<file path="src/mac_pkg.sv">
// Shared types, codes and constants for the motion alarm controller.
`timescale 1ns / 1ps

package mac_pkg;

   localparam int TICKS_PER_SECOND = 1000;

   localparam int OP_W      = 2;
   localparam int BUTTON_W  = 2;
   localparam int SAMPLE_W  = 12;
   localparam int DEBOUNCE_W = 16;
   localparam int SECONDS_W = 8;
   localparam int TIME_W    = 32;
   localparam int CSR_IDX_W = 2;
   localparam int CSR_DATA_W = 16;
   localparam int BOUND_W   = SAMPLE_W + 2;

   localparam logic [OP_W-1:0] OP_TICK   = 2'd0;
   localparam logic [OP_W-1:0] OP_PRESS  = 2'd1;
   localparam logic [OP_W-1:0] OP_SAMPLE = 2'd2;

   localparam logic [BUTTON_W-1:0] BTN_ARM    = 2'd0;
   localparam logic [BUTTON_W-1:0] BTN_SEARCH = 2'd1;
   localparam logic [BUTTON_W-1:0] BTN_JOY    = 2'd2;

   localparam logic [CSR_IDX_W-1:0] CSR_DEBOUNCE = 2'd0;
   localparam logic [CSR_IDX_W-1:0] CSR_CENTER   = 2'd1;
   localparam logic [CSR_IDX_W-1:0] CSR_MARGIN   = 2'd2;
   localparam logic [CSR_IDX_W-1:0] CSR_SECONDS  = 2'd3;

   localparam logic [DEBOUNCE_W-1:0] DEBOUNCE_RESET = 16'd200;
   localparam logic [SAMPLE_W-1:0]   CENTER_RESET   = 12'd2048;
   localparam logic [SAMPLE_W-1:0]   MARGIN_RESET   = 12'd2000;

   typedef enum logic [1:0] {
      LED_OFF    = 2'd0,
      LED_GRN    = 2'd1,
      LED_RED    = 2'd2,
      LED_YELLOW = 2'd3
   } led_type;

   typedef struct packed {
      logic    armed;
      logic    motion_latched;
      logic    confirm_pending;
      led_type led_color;
      logic    buzzer_on;
      logic    matrix_pattern;
   } rsp_type;

endpackage

</file>
<file path="src/mac_if.sv">
// Channel interfaces: request, response and register write.
`timescale 1ns / 1ps

interface mac_req_if;
   import mac_pkg::*;
   logic                valid;
   logic                ready;
   logic [OP_W-1:0]     op;
   logic [BUTTON_W-1:0] button;
   logic [SAMPLE_W-1:0] x_sample;
   logic [SAMPLE_W-1:0] y_sample;
   modport source (output valid, op, button, x_sample, y_sample, input ready);
   modport sink   (input valid, op, button, x_sample, y_sample, output ready);
endinterface

interface mac_rsp_if;
   import mac_pkg::*;
   logic       valid;
   logic       ready;
   logic       armed;
   logic       motion_latched;
   logic       confirm_pending;
   logic [1:0] led_color;
   logic       buzzer_on;
   logic       matrix_pattern;
   modport source (output valid, armed, motion_latched, confirm_pending, led_color,
                   buzzer_on, matrix_pattern, input ready);
   modport sink   (input valid, armed, motion_latched, confirm_pending, led_color,
                   buzzer_on, matrix_pattern, output ready);
endinterface

interface mac_csr_if;
   import mac_pkg::*;
   logic                  valid;
   logic                  ready;
   logic [CSR_IDX_W-1:0]  index;
   logic [CSR_DATA_W-1:0] data;
   modport source (output valid, index, data, input ready);
   modport sink   (input valid, index, data, output ready);
endinterface

</file>
<file path="src/motion_alarm_controller_unit.sv">
// Motion alarm controller: arm toggle, motion latch, two-press acknowledge, buzzer timeout.
// Usage:
//   req_chan carries one event per transaction: a 1 ms tick, a button press or a
//   joystick sample. rsp_chan returns exactly one status transaction per request,
//   in order. csr_chan writes the four registers (debounce, centre, margin, alarm
//   seconds); it is always ready. It must be written only while the block is idle;
//   the block does not enforce this.
// Throughput: one request per cycle while req_chan.ready is high; each event is
//   resolved in a single pass of flag logic plus at most one 32-bit counter compare
//   between the state registers and the output buffer.
// Stall: a two-entry output buffer (response register and skid register) holds
//   results; req_chan.ready falls only when both are full and drops back as soon
//   as the receiver takes one.
// Reset: synchronous, active high; clears all flags, counters and buffers and
//   loads the register defaults (debounce 200, centre 2048, margin 2000, alarm
//   seconds 0). Presses within the first debounce window after reset are dropped.
`timescale 1ns / 1ps

module motion_alarm_controller_unit (
   input  logic     clock,
   input  logic     reset,
   mac_req_if.sink  req_chan,
   mac_rsp_if.source rsp_chan,
   mac_csr_if.sink  csr_chan
);
   import mac_pkg::*;

   logic [DEBOUNCE_W-1:0] debounce_ff;
   logic [SAMPLE_W-1:0]   center_ff;
   logic [SAMPLE_W-1:0]   margin_ff;
   logic [TIME_W-1:0]     alarm_limit_ff;

   logic [TIME_W-1:0] since_press_ff, since_press_in;
   logic [TIME_W-1:0] alarm_age_ff, alarm_age_in;
   logic    armed_ff, armed_in;
   logic    motion_ff, motion_in;
   logic    confirm_ff, confirm_in;
   logic    buzzer_ff, buzzer_in;
   led_type led_ff, led_in;
   logic    pattern_ff, pattern_in;

   rsp_type out_ff, out_in, skid_ff, skid_in, result;
   logic    out_valid_ff, out_valid_in, skid_valid_ff, skid_valid_in;

   logic accept, take;
   logic signed [BOUND_W-1:0] bound_lo, bound_hi, x_s, y_s;
   logic moved;
   logic [TIME_W-1:0] age_now;

   assign csr_chan.ready = 1'b1;
   assign req_chan.ready = !skid_valid_ff;
   assign accept = req_chan.valid && req_chan.ready;
   assign take   = out_valid_ff && rsp_chan.ready;

   always_ff @(posedge clock) begin
      if (reset) begin
         debounce_ff    <= DEBOUNCE_RESET;
         center_ff      <= CENTER_RESET;
         margin_ff      <= MARGIN_RESET;
         alarm_limit_ff <= '0;
      end else if (csr_chan.valid) begin
         unique case (csr_chan.index)
            CSR_DEBOUNCE: debounce_ff <= csr_chan.data;
            CSR_CENTER:   center_ff   <= csr_chan.data[SAMPLE_W-1:0];
            CSR_MARGIN:   margin_ff   <= csr_chan.data[SAMPLE_W-1:0];
            CSR_SECONDS:  alarm_limit_ff <=
               TIME_W'(int'(csr_chan.data[SECONDS_W-1:0]) * TICKS_PER_SECOND);
            default: ;
         endcase
      end
   end

   always_comb begin
      bound_lo = $signed({2'b00, center_ff}) - $signed({2'b00, margin_ff});
      bound_hi = $signed({2'b00, center_ff}) + $signed({2'b00, margin_ff});
      x_s      = $signed({2'b00, req_chan.x_sample});
      y_s      = $signed({2'b00, req_chan.y_sample});
      moved    = (x_s < bound_lo) || (x_s > bound_hi) ||
                 (y_s < bound_lo) || (y_s > bound_hi);
   end

   always_comb begin
      since_press_in = since_press_ff;
      alarm_age_in   = alarm_age_ff;
      armed_in       = armed_ff;
      motion_in      = motion_ff;
      confirm_in     = confirm_ff;
      buzzer_in      = buzzer_ff;
      led_in         = led_ff;
      pattern_in     = pattern_ff;
      age_now        = alarm_age_ff;
      unique case (req_chan.op)
         OP_TICK: begin
            since_press_in = since_press_ff + TIME_W'(1);
            alarm_age_in   = alarm_age_ff + TIME_W'(1);
         end
         OP_PRESS: begin
            if (since_press_ff >= TIME_W'(debounce_ff)) begin
               since_press_in = '0;
               if (req_chan.button == BTN_ARM) begin
                  armed_in   = !armed_ff;
                  led_in     = armed_ff ? LED_OFF : LED_GRN;
                  pattern_in = 1'b0;
               end else if (req_chan.button == BTN_JOY && motion_ff) begin
                  if (!confirm_ff) begin
                     confirm_in = 1'b1;
                     led_in     = LED_YELLOW;
                  end else begin
                     motion_in  = 1'b0;
                     confirm_in = 1'b0;
                     led_in     = LED_GRN;
                     pattern_in = 1'b0;
                  end
               end
            end
         end
         OP_SAMPLE: begin
            if (armed_ff) begin
               if (moved && !motion_ff) begin
                  motion_in    = 1'b1;
                  alarm_age_in = '0;
                  age_now      = '0;
                  led_in       = LED_RED;
                  buzzer_in    = 1'b1;
                  pattern_in   = 1'b1;
               end
               if (motion_in && !confirm_ff && age_now >= alarm_limit_ff) begin
                  buzzer_in = 1'b0;
               end
            end
         end
         default: ;
      endcase
      result = '{armed: armed_in, motion_latched: motion_in, confirm_pending: confirm_in,
                 led_color: led_in, buzzer_on: buzzer_in, matrix_pattern: pattern_in};
   end

   always_ff @(posedge clock) begin
      if (reset) begin
         since_press_ff <= '0;
         alarm_age_ff   <= '0;
         armed_ff       <= 1'b0;
         motion_ff      <= 1'b0;
         confirm_ff     <= 1'b0;
         buzzer_ff      <= 1'b0;
         led_ff         <= LED_OFF;
         pattern_ff     <= 1'b0;
      end else if (accept) begin
         since_press_ff <= since_press_in;
         alarm_age_ff   <= alarm_age_in;
         armed_ff       <= armed_in;
         motion_ff      <= motion_in;
         confirm_ff     <= confirm_in;
         buzzer_ff      <= buzzer_in;
         led_ff         <= led_in;
         pattern_ff     <= pattern_in;
      end
   end

   always_comb begin
      out_in        = out_ff;
      skid_in       = skid_ff;
      out_valid_in  = out_valid_ff;
      skid_valid_in = skid_valid_ff;
      if (!out_valid_ff || take) begin
         if (skid_valid_ff) begin
            out_in        = skid_ff;
            out_valid_in  = 1'b1;
            skid_valid_in = 1'b0;
         end else begin
            out_in       = result;
            out_valid_in = accept;
         end
      end else if (accept) begin
         skid_in       = result;
         skid_valid_in = 1'b1;
      end
   end

   always_ff @(posedge clock) begin
      if (reset) begin
         out_valid_ff  <= 1'b0;
         skid_valid_ff <= 1'b0;
      end else begin
         out_valid_ff  <= out_valid_in;
         skid_valid_ff <= skid_valid_in;
      end
   end

   always_ff @(posedge clock) begin
      out_ff  <= out_in;
      skid_ff <= skid_in;
   end

   assign rsp_chan.valid           = out_valid_ff;
   assign rsp_chan.armed           = out_ff.armed;
   assign rsp_chan.motion_latched  = out_ff.motion_latched;
   assign rsp_chan.confirm_pending = out_ff.confirm_pending;
   assign rsp_chan.led_color       = out_ff.led_color;
   assign rsp_chan.buzzer_on       = out_ff.buzzer_on;
   assign rsp_chan.matrix_pattern  = out_ff.matrix_pattern;

endmodule

</file>
<file path="src/flat_wrapper.sv">
// flat-port wrapper written by rule: the top's interface ports become plain ports
module motion_alarm_controller_unit_flat import mac_pkg::*;
  (clock, reset, req_chan_valid, req_chan_op, req_chan_button, req_chan_x_sample, req_chan_y_sample, req_chan_ready, rsp_chan_valid, rsp_chan_armed, rsp_chan_motion_latched, rsp_chan_confirm_pending, rsp_chan_led_color, rsp_chan_buzzer_on, rsp_chan_matrix_pattern, rsp_chan_ready, csr_chan_valid, csr_chan_index, csr_chan_data, csr_chan_ready);
  mac_req_if req_chan_i ();
  mac_rsp_if rsp_chan_i ();
  mac_csr_if csr_chan_i ();
  input  logic clock;
  input  logic reset;
  input wire logic [$bits(req_chan_i.valid)-1:0] req_chan_valid;
  input wire logic [$bits(req_chan_i.op)-1:0] req_chan_op;
  input wire logic [$bits(req_chan_i.button)-1:0] req_chan_button;
  input wire logic [$bits(req_chan_i.x_sample)-1:0] req_chan_x_sample;
  input wire logic [$bits(req_chan_i.y_sample)-1:0] req_chan_y_sample;
  output wire logic [$bits(req_chan_i.ready)-1:0] req_chan_ready;
  output wire logic [$bits(rsp_chan_i.valid)-1:0] rsp_chan_valid;
  output wire logic [$bits(rsp_chan_i.armed)-1:0] rsp_chan_armed;
  output wire logic [$bits(rsp_chan_i.motion_latched)-1:0] rsp_chan_motion_latched;
  output wire logic [$bits(rsp_chan_i.confirm_pending)-1:0] rsp_chan_confirm_pending;
  output wire logic [$bits(rsp_chan_i.led_color)-1:0] rsp_chan_led_color;
  output wire logic [$bits(rsp_chan_i.buzzer_on)-1:0] rsp_chan_buzzer_on;
  output wire logic [$bits(rsp_chan_i.matrix_pattern)-1:0] rsp_chan_matrix_pattern;
  input wire logic [$bits(rsp_chan_i.ready)-1:0] rsp_chan_ready;
  input wire logic [$bits(csr_chan_i.valid)-1:0] csr_chan_valid;
  input wire logic [$bits(csr_chan_i.index)-1:0] csr_chan_index;
  input wire logic [$bits(csr_chan_i.data)-1:0] csr_chan_data;
  output wire logic [$bits(csr_chan_i.ready)-1:0] csr_chan_ready;
  assign req_chan_i.valid = req_chan_valid;
  assign req_chan_i.op = req_chan_op;
  assign req_chan_i.button = req_chan_button;
  assign req_chan_i.x_sample = req_chan_x_sample;
  assign req_chan_i.y_sample = req_chan_y_sample;
  assign req_chan_ready = req_chan_i.ready;
  assign rsp_chan_valid = rsp_chan_i.valid;
  assign rsp_chan_armed = rsp_chan_i.armed;
  assign rsp_chan_motion_latched = rsp_chan_i.motion_latched;
  assign rsp_chan_confirm_pending = rsp_chan_i.confirm_pending;
  assign rsp_chan_led_color = rsp_chan_i.led_color;
  assign rsp_chan_buzzer_on = rsp_chan_i.buzzer_on;
  assign rsp_chan_matrix_pattern = rsp_chan_i.matrix_pattern;
  assign rsp_chan_i.ready = rsp_chan_ready;
  assign csr_chan_i.valid = csr_chan_valid;
  assign csr_chan_i.index = csr_chan_index;
  assign csr_chan_i.data = csr_chan_data;
  assign csr_chan_ready = csr_chan_i.ready;
  motion_alarm_controller_unit u_core (.clock(clock), .reset(reset), .req_chan(req_chan_i), .rsp_chan(rsp_chan_i), .csr_chan(csr_chan_i));
endmodule
</file>
<file path="config.mk">
export PLATFORM = sky130hd
export DESIGN_NAME = motion_alarm_controller_unit_flat
export DESIGN_NICKNAME = d
export VERILOG_FILES = /design/src/mac_pkg.sv /design/src/mac_if.sv /design/src/motion_alarm_controller_unit.sv /design/src/flat_wrapper.sv
export SDC_FILE = /design/constraint.sdc
export NUM_CORES = 1
export LEC_CHECK = 0
export ABC_AREA = 1
export BUFFER_PORTS_ARGS = -buffer_cell sky130_fd_sc_hd__clkbuf_2
export CAP_MARGIN = 20
export CORE_ASPECT_RATIO = 1.5
export CORE_MARGIN = 3
export CORE_UTILIZATION = 30
export CTS_CLUSTER_DIAMETER = 60
export DETAILED_ROUTE_END_ITERATION = 10
export PLACE_DENSITY = 0.59
export SLEW_MARGIN = 40
export SYNTH_ARGS = -nofsm -noshare
export SYNTH_HDL_FRONTEND = slang
export SYNTH_SLANG_ARGS = --single-unit
</file>
<file path="constraint.sdc">
create_clock -name clock -period 4.75 [get_ports clock]
set_input_delay 0 -clock clock [delete_from_list [all_inputs] [get_ports clock]]
set_output_delay 0 -clock clock [all_outputs]
set_load 0.02 [all_outputs]
</file>
==> results of run 1 <==
-- final cells by class --
type / count / share of cell area, %
Sequential cell: 142 / 22.02
Inverter: 219 / 6.189
Clock buffer: 20 / 3.367
Timing Repair Buffer: 140 / 6.862
Tap cell: 484 / 4.464
Timing Repair inverter: 1 / 0.06456
Multi-Input combinational cell: 1143 / 55.85
Clock inverter: 12 / 1.190
-- cells in the mapped netlist, types with 9 or more instances --
cell type	number	area, um^2
nand2_1	258	968.4
inv_1	205	769.5
a21oi_1	149	745.7
ha_1	138	1727
dfxtp_1	128	2562
nor2_1	115	431.7
o21ai_0	110	550.5
nand3_1	55	275.3
xor2_1	55	481.7
nor3_1	53	265.3
clkbuf_1	41	153.9
nand4_1	26	162.7
fa_1	24	480.5
nor4_1	20	125.1
nand2_2	19	118.9
o211ai_1	16	120.1
edfxtp_1	14	420.4
xnor2_1	13	113.9
a31oi_1	11	68.82
nor2_2	10	62.56
a211oi_1	9	67.56
inv_2	9	33.78
-- path summary, 6_finish.rpt --
kind / endpoint / depth (start not counted)
setup reg to reg: u_core.rsp_chan.buzzer_on / 37
hold reg to reg: u_core.debounce_ff[14] / 2
setup / recovery: u_core.rsp_chan.buzzer_on / 37
hold / removal: u_core.debounce_ff[0] / 4
-- through the flow --
step	setup WS, ps	utilization [%]
after floorplan	22.00	-
after global placement	-271.2	33.83
after detailed placement	-304.0	33.84
after CTS	-25.28	36.00
after global routing	-453.8	36.65
final	-59.62	36.65
-- layout by cell type, fill, tap and decap left out, types with 4 or more instances in the layout --
cell           instances
nand2_1              252
inv_1                201
a21oi_1              145
ha_1                 128
dfxtp_1              125
nor2_1               109
o21ai_0              107
buf_4                 70
clkbuf_2              59
nand3_1               55
xor2_1                52
nor3_1                49
nand4_1               26
nand2_2               24
fa_1                  24
nor4_1                20
clkbuf_16             17
o211ai_1              16
edfxtp_1              14
xnor2_1               13
inv_2                 12
nor2_2                11
a31oi_1               11
dlygate4sd3_1         11
ha_4                   9
a211oi_1               8
nand3_2                7
o21ai_1                6
a21oi_2                6
nand3b_1               6
nor3_2                 5
nor2_4                 5
nor3b_1                5
clkinv_4               5
o21bai_1               4
a221oi_1               4
a221oi_2               4
-- flip-flops by register name, summed over array words and instances, names as in the netlist, 2 cells and up --
name                       flops
u_core.alarm_limit_ff         15
u_core.led_ff                  2
u_core.center_ff              12
u_core.since_press_ff         32
u_core.alarm_age_ff           32
u_core.skid_ff                 7
u_core.margin_ff              12
u_core.debounce_ff            16
u_core.rsp_chan.led_color      2
-- critical path: cells and delay by family (launching register included) --
family / cells / cell delay, ps
AO/OA/AOI/OAI: 10 / 1130
buffers and inverters: 2 / 160
flip-flops: 1 / 330
XOR/XNOR: 1 / 250
AND/OR/NAND/NOR: 21 / 1910
adder cells (fa/ha/maj): 3 / 770
-- per-layer routing --
layer	GRT usage, %	vias up
li1	-	5425
met1	16.63	4916
met2	29.16	165
met3	2.118	51
met4	5.604	0
met5	0	-
-- cells by family (layout without fill, tap and decap cells) --
group                      after synthesis  after routing  share of synthesized area [%]
AOI/OAI and AO/OA                      329            329                          16.40
other                                    1              1                        0.03306
and+or+nand+nor                        583            583                          23.34
adders and majority gates              162            162                          19.46
xor gates and xnor gates                68             68                          5.250
DFF                                    142            142                          26.29
buffers and inverters                  269            392                          9.231
-- power groups by stage --
stage	combinational, W	sequential (W)	clock, W
3_3_place_gp	0.00129	0.00133	0
3_5_place_dp	0.00132	0.00133	0
4_1_cts	0.00136	0.00131	0.00144
2_1_floorplan	0.000940	0.00133	0
5_1_grt	0.00160	0.00131	0.00148
6_report	0.00139	0.00131	0.00141
-- what timing repair did --
item                                    4_1_cts  5_1_grt
hold buffers                                 11        0
gates cloned                                  1        0
resized for setup                            14       31
endpoints found under the setup margin        3        3
hold endpoints to repair                     20        0
pin swaps                                    17        9
buffers inserted                              2        5
==> results.py, run 1 <==
metrics = {
    "floorplanning": {
        "rows": 86,
        "dieArea_um2": 40230,
        "initial_core_util_pct": 30.65,
        "core_area_um2": 37020,
        "dieHeight_um": 244.2,
        "io_pins": 61,
        "fp.dieW_um": 164.8,
    },
    "clock_tree": {
        "cts_buffers": 17,
        "clk_path_buf_depth": 2,
        "htree_levels": 4,
        "cts_tree": "yes",
        "cts.clk_slew.worst_paths_ps": 60,
        "cts-root-buf": "clkbuf_16",
        "clk_latency_ps": 430,
        "cts_sinks": 142,
    },
    "pwr": {
        "p_sw_w": 0.001407,
        "power_frac_comb_pct": 33.9,
        "swShare_pct": 34.29,
        "power.leakage_nw": 5.891,
        "pwr-share-clk_pct": 34.3,
        "power_frac_seq_pct": 31.8,
        "p_total_w": 0.004104,
        "p_int_w": 0.002696,
        "ir_drop_v": 0.0002189,
        "power_density_nw_per_um2": 302.5,
    },
    "outcome": {
        "outcome": "finished with violations",
        "violations": "setup timing",
    },
    "detailed_routing": {
        "vias": 10560,
        "wire_per_inst_um": 14.02,
        "viasPerCell": 4.885,
        "ant_nets": 0,
        "first_pass_iters": 5,
        "wl_met3_um": 877,
        "drtIter0Drc": 560,
        "remaining_drc_errors": 0,
        "met2_length_um": 16410,
        "m1WireLength_um": 12220,
        "highest_layer": "met4",
        "wl_um": 30300,
    },
    "timing": {
        "holdWs_ps": 25.11,
        "tns_ps": -98.48,
        "tightestPinTransition_ps": 794.3,
        "hold_violations": 0,
        "skew_ps": 10.84,
        "max_freq_mhz": 207.9,
        "setup_violations": 3,
        "slew_violations": 0,
        "rsz0062_at_grt": "true",
        "setup_ws_ps": -59.62,
        "final.min_clock_period_ps": 4810,
        "period_share_pct": 101.3,
        "max_slew_margin_pct": 46.49,
    },
    "job": {
        "maxCapViolCount": 0,
    },
    "place": {
        "placed_cells": 2110,
        "hpwlAfterDp_um": 23630,
        "port_buffers": 59,
        "place_congestion": 0.9273,
        "placed_area_um2": 12530,
    },
    "logic_synthesis": {
        "synth_nets": 1767,
        "post_synth_num_cell_types": 54,
        "synth-edff-count": 14,
        "syn_avg_cell_area_um2": 7.300,
        "netlist_area_um2": 11340,
        "synth_seq_area_share_pct": 26.29,
        "synth-async-reset-ratio_pct": 0,
        "synth_ff_type": "dfxtp_1",
        "ys_ff_latch": 142,
        "synthCells": 1554,
        "synth_warnings": 0,
    },
    "setup_path": {
        "rrSetupSlack_ps": -60,
        "crit_type": "reg2reg",
        "endpoint_kind": "register",
        "crit_path_max_fanout": 6,
        "crit_top_cell": "nand2_1",
        "startpoint": "u_core.margin_ff[2]",
        "critical_path.max_stage_delay_ps": 390,
        "reg2reg_from": "u_core.margin_ff[2]",
        "critPathArrivalTime_ps": 4970,
        "slowest_stage": "or3_4",
        "worstPathRequired_ps": 4910,
        "critPathLaunchType": "register",
    },
    "grt": {
        "grt_pass1_vias": 10560,
        "overflow": 0,
        "grt_max_degree": 76,
        "grt_pass1_wl_um": 50410,
        "antenna_found_initial": 0,
        "grtUsageTotal_pct": 15.23,
    },
    "finish": {
        "final_cells": 2161,
        "multi_input_area_um2": 7576,
        "final_layout_size_suffix_gt1_share_pct": 15.98,
        "syn_to_final_growth_pct": 19.58,
        "antenna_cells": 0,
        "regArea_um2": 2987,
        "design_area_um2": 13570,
        "layout.nets": 1877,
        "fillers": 3869,
    },
    "worst_hold_path": {
        "min_path_type": "in2reg",
        "hold_path_startpoint": "csr_chan_data[0]",
    },
}
Power figures use the tool's default switching activity.
==> run 2, diff against run 1 <==
--- a/config.mk
+++ b/config.mk
@@ -10,10 +10,10 @@
 export CAP_MARGIN = 20
 export CORE_ASPECT_RATIO = 1.5
 export CORE_MARGIN = 3
-export CORE_UTILIZATION = 30
+export CORE_UTILIZATION = 35
 export CTS_CLUSTER_DIAMETER = 60
 export DETAILED_ROUTE_END_ITERATION = 10
-export PLACE_DENSITY = 0.59
+export PLACE_DENSITY = 0.6
 export SLEW_MARGIN = 40
 export SYNTH_ARGS = -nofsm -noshare
 export SYNTH_HDL_FRONTEND = slang
==> results.py, run 2 (synthesis gave the netlist of run 1 again) <==
metrics = {
    "detailed_routing": {
        "drtIter0Drc": 527,
        "viasPerCell": 5.090,
        "wl_um": 30120,
        "vias": 10610,
        "wire_per_inst_um": 14.45,
        "first_pass_iters": 6,
        "ant_nets": 0,
        "remaining_drc_errors": 0,
    },
    "clock_tree": {
        "cts-root-buf": "clkbuf_16",
        "clk_latency_ps": 430,
        "htree_levels": 4,
        "cts_buffers": 17,
        "cts_sinks": 142,
        "clk_path_buf_depth": 2,
        "cts_tree": "yes",
        "cts.clk_slew.worst_paths_ps": 60,
    },
    "worst_hold_path": {
        "min_path_type": "in2reg",
    },
    "timing": {
        "max_freq_mhz": 208.6,
        "slew_violations": 0,
        "tns_ps": -44.89,
        "period_share_pct": 100.9,
        "max_slew_margin_pct": 46.65,
        "tightestPinTransition_ps": 799.3,
        "final.min_clock_period_ps": 4795,
        "skew_ps": 8.098,
        "hold_violations": 0,
        "rsz0062_at_grt": "true",
        "setup_violations": 1,
        "holdWs_ps": 32.76,
        "setup_ws_ps": -44.89,
    },
    "setup_path": {
        "endpoint_kind": "register",
        "worstPathRequired_ps": 4920,
        "crit_path_max_fanout": 6,
        "critical_path.max_stage_delay_ps": 400,
        "critical-path-top-delay-family": "simple AND/OR/NAND/NOR gates",
        "slowest_stage": "fa_1",
        "critPathArrivalTime_ps": 4960,
        "crit_type": "reg2reg",
        "critPathLaunchType": "register",
        "crit_buf_inv": 4,
        "crit_top_cell": "nand2_2",
    },
    "finish": {
        "layout.nets": 1876,
        "top_regs": "u_core.alarm_age_ff: 32 flops, u_core.since_press_ff: 32 flops, u_core.debounce_ff: 16 flops",
        "antenna_cells": 0,
        "final_layout_size_suffix_gt1_share_pct": 16.18,
        "syn_to_final_growth_pct": 19.15,
        "design_area_um2": 13520,
        "layout_commonest_cell": "nand2_1",
        "final_cell_mix": "248 x nand2_1, 200 x inv_1, 142 x a21oi_1, 128 x ha_1, 125 x dfxtp_1",
    },
    "grt": {
        "antenna_found_initial": 0,
        "overflow": 0,
        "grt_pass1_vias": 10630,
        "grtUsageTotal_pct": 17.29,
        "grt_pass1_wl_um": 49670,
        "grt_max_degree": 76,
    },
    "pwr": {
        "ir_drop_v": 0.0002243,
        "p_total_w": 0.004221,
        "power_density_nw_per_um2": 312.3,
        "power.leakage_nw": 5.910,
    },
    "floorplanning": {
        "dieArea_um2": 34650,
        "io_pins": 61,
        "fp.dieW_um": 153,
        "initial_core_util_pct": 35.53,
        "rows": 80,
        "core_area_um2": 31930,
        "dieHeight_um": 226.5,
    },
    "place": {
        "hpwlAfterDp_um": 23230,
        "place_ws_ps": -303.9,
        "placed_area_um2": 12380,
        "place_congestion": 0.8964,
        "port_buffers": 59,
    },
    "job": {
        "maxCapViolCount": 0,
    },
    "outcome": {
        "violations": "setup timing",
        "outcome": "finished with violations",
    },
}
-- run 2: cell count changes in the layout (fill, tap and decap cells not counted), sizes merged --
cell         before  now
clkinv           10    7
buf              70   68
bufinv            3    5
clkbuf           79   81
inv             218  216
dlygate4sd3      11   12
-- run 2: power by group --
part / internal [W] / switching [W]
Clock: 0.00100 / 0.000521
Sequential: 0.00127 / 0.0000378
Combinational: 0.000569 / 0.000820
Total: 0.00284 / 0.00138
-- run 2: final timing paths --
kind / to / start / cells past startpoint / slack [ps]
worst min register to register: u_core.debounce_ff[15] / u_core.debounce_ff[15] / 2 / 460
worst max-delay path: u_core.rsp_chan.buzzer_on / u_core.center_ff[0] / 34 / -40
worst min-delay path: u_core.center_ff[3] / csr_chan_index[0] / 5 / 30
worst max register to register: u_core.rsp_chan.buzzer_on / u_core.center_ff[0] / 34 / -40
-- run 2: tightest hold or removal path, stage by stage --
cell and delay (ps):
clkbuf_2 100, nand2_1 50, nor2_1 50, o21ai_0 140, nor2_1 60
-- run 2: final cells by class --
| type | instances | area, um^2 |
|---|---|---|
| multi-input combinational | 1143 | 7567 |
| sequential | 142 | 2987 |
| clock inverter | 9 | 180.2 |
| timing repair buffer | 139 | 925.9 |
| timing repair inverter | 1 | 8.758 |
| inverter | 219 | 839.6 |
| tap | 410 | 513.0 |
| clock buffer | 22 | 495.5 |
| fill | 3202 | 18410 |
-- run 2: what timing repair did --
| item | CTS | global route |
|---|---|---|
| setup buffers | 6 | 6 |
| gates resized for setup | 19 | 30 |
| setup endpoints to repair | 3 | 3 |
| hold buffers | 12 | 0 |
| gates cloned | 1 | 0 |
| endpoints found under the hold margin | 21 | 0 |
| pin swaps | 18 | 15 |
-- run 2: metrics by stage --
step           cells  util, %
3_3_place_gp    2029    38.77
3_5_place_dp    2029    38.78
4_1_cts         2079    41.70
5_1_grt         2085    42.33
2_1_floorplan   1554        -
6_report        2085    42.33
-- run 2: layer usage --
layer  routed length (um)  track usage [%]  vias up
met2                16430            34.84      198
met5                    0                0        -
met4                  724            5.810        0
met3                  862            2.387       48
li1                     -                -     5427
met1                12100            18.20     4940
==> run 3, diff against run 2 <==
--- a/config.mk
+++ b/config.mk
@@ -9,11 +9,11 @@
 export BUFFER_PORTS_ARGS = -buffer_cell sky130_fd_sc_hd__clkbuf_2
 export CAP_MARGIN = 20
 export CORE_ASPECT_RATIO = 1.5
-export CORE_MARGIN = 3
 export CORE_UTILIZATION = 35
 export CTS_CLUSTER_DIAMETER = 60
 export DETAILED_ROUTE_END_ITERATION = 10
 export PLACE_DENSITY = 0.6
+export RECOVER_POWER = 50
 export SLEW_MARGIN = 40
 export SYNTH_ARGS = -nofsm -noshare
 export SYNTH_HDL_FRONTEND = slang
==> results.py, run 3 (synthesis gave the netlist of run 1 again) <==
metrics = {
    "pwr": {
        "ir_drop_v": 0.0002502,
        "power_density_nw_per_um2": 305.1,
        "power.leakage_nw": 5.859,
    },
    "worst_hold_path": {
        "hold_depth": 3,
        "min_path_type": "in2reg",
        "hold_path_startpoint": "csr_chan_data[3]",
    },
    "finish": {
        "top_regs": "u_core.alarm_age_ff: 32 flops, u_core.since_press_ff: 32 flops, u_core.debounce_ff: 16 flops",
        "final_util_pct": 42.25,
        "layout_commonest_cell": "nand2_1",
        "final_layout_size_suffix_gt1_share_pct": 15.10,
        "syn_to_final_growth_pct": 18.54,
        "antenna_cells": 0,
        "layout.nets": 1876,
        "final_cell_mix": "251 x nand2_1, 202 x inv_1, 141 x a21oi_1, 128 x ha_1, 125 x dfxtp_1",
    },
    "detailed_routing": {
        "first_pass_iters": 4,
        "remaining_drc_errors": 0,
        "drtIter0Drc": 488,
        "ant_nets": 0,
        "wl_um": 29480,
        "vias": 10520,
        "viasPerCell": 5.045,
        "wire_per_inst_um": 14.13,
    },
    "timing": {
        "max_freq_mhz": 206.5,
        "max_slew_margin_pct": -95.56,
        "period_share_pct": 101.9,
        "slew_violations": 75,
        "hold_violations": 0,
        "rsz0062_at_grt": "true",
        "tightestPinTransition_ps": 2933,
        "setup_ws_ps": -92.07,
        "setup_violations": 3,
        "final.min_clock_period_ps": 4842,
        "skew_ps": 9.621,
    },
    "outcome": {
        "violations": "capacitance limit, slew limit, setup timing",
        "outcome": "finished with violations",
    },
    "place": {
        "place_congestion": 0.9160,
        "port_buffers": 59,
        "place_ws_ps": -284.9,
        "hpwlAfterDp_um": 22980,
    },
    "clock_tree": {
        "clk_path_buf_depth": 2,
        "cts_buffers": 17,
        "cts.clk_slew.worst_paths_ps": 60,
        "clk_latency_ps": 430,
        "cts_tree": "yes",
        "cts_sinks": 142,
        "cts-root-buf": "clkbuf_16",
        "htree_levels": 4,
    },
    "setup_path": {
        "crit_type": "reg2reg",
        "critPathLaunchType": "register",
        "worstPathRequired_ps": 5100,
        "critPathArrivalTime_ps": 5200,
        "endpoint_kind": "register",
        "startpoint": "u_core.center_ff[0]",
        "crit_top_cell": "nand2_1",
        "crit_path_max_fanout": 6,
        "slowest_stage": "fa_1",
        "critical_path.max_stage_delay_ps": 370,
        "worstRegToRegCells": 36,
        "reg2reg_from": "u_core.center_ff[0]",
    },
    "grt": {
        "grtUsageTotal_pct": 18.57,
        "antenna_found_initial": 0,
        "grt_pass1_vias": 10580,
        "grt_pass1_wl_um": 49510,
        "grt_max_degree": 75,
        "overflow": 0,
    },
    "floorplanning": {
        "dieHeight_um": 222.5,
        "fp.dieW_um": 149,
        "initial_core_util_pct": 35.64,
        "rows": 80,
        "core_area_um2": 31830,
        "io_pins": 61,
        "dieArea_um2": 33150,
    },
    "job": {
        "maxCapViolCount": 1,
    },
}
## run 3: cell count changes in the layout (fill, tap and decap cells not counted), sizes merged
cell | before | now
bufinv | 5 | 4
buf | 68 | 65
clkbuf | 81 | 83
clkinv | 7 | 11
clkinvlp | 1 | 0
## run 3: report_power, final
part | leakage (nW) | internal (W) | switching [W] | total, W
sequential | 1.19 | 0.00127 | 0.0000382 | 0.00131
combinational | 4.37 | 0.000565 | 0.000818 | 0.00138
clock | 0.305 | 0.000891 | 0.000521 | 0.00141
## run 3: layout make-up
cell class / instances / area [um^2]
Inverter: 219 / 837.1
Timing Repair inverter: 1 / 8.758
Multi-Input combinational cell: 1143 / 7582
Fill cell: 3283 / 18380
Timing Repair Buffer: 139 / 903.4
Clock inverter: 11 / 166.4
Tap cell: 410 / 513.0
Sequential cell: 142 / 2987
Clock buffer: 21 / 450.4
## run 3: timing repair
action	in CTS	in global routing
hold buffers	12	0
pin swaps	18	9
setup buffers	4	3
resized for setup	22	26
hold endpoints to repair	19	0
cloned	1	0
endpoints found under the setup margin	3	3
## run 3: through the flow
stage | hold slack, ps | cells | power [W] | TNS [ps] | cell area (um^2)
after global placement | 264.2 | 2034 | 0.002609 | -514.1 | 12420
after detailed placement | 283.7 | 2034 | 0.002637 | -662.4 | 12420
after global routing | 64.00 | 2086 | 0.004391 | -1794 | 13450
after floorplan | 126.3 | 1554 | 0.002273 | 0 | 11370
final | 28.39 | 2086 | 0.004103 | -175.0 | 13450
after CTS | 6.168 | 2083 | 0.004113 | -35.87 | 13300
## run 3: layer usage
layer	vias to the layer above	routed length, um	track usage, %
li1	5417	-	-
met1	4895	12020	19.87
met2	159	15990	35.53
met3	53	715	2.628
met4	0	756	7.604
met5	-	0	0
## run 3: critical path: cells and delay by family (launching register included)
family / cells / cell delay (ps)
XOR/XNOR: 1 / 150
adder cells (fa/ha/maj): 4 / 1020
AND/OR/NAND/NOR: 16 / 1260
AO/OA/AOI/OAI: 8 / 1250
buffers and inverters: 7 / 750
flip-flops: 1 / 310
## run 3: final timing paths
path	to	slack (ps)
worst max-delay path	u_core.buzzer_ff	-90
worst min-delay path	u_core.center_ff[3]	30
worst max register to register	u_core.buzzer_ff	-90
worst min register to register	u_core.debounce_ff[15]	460
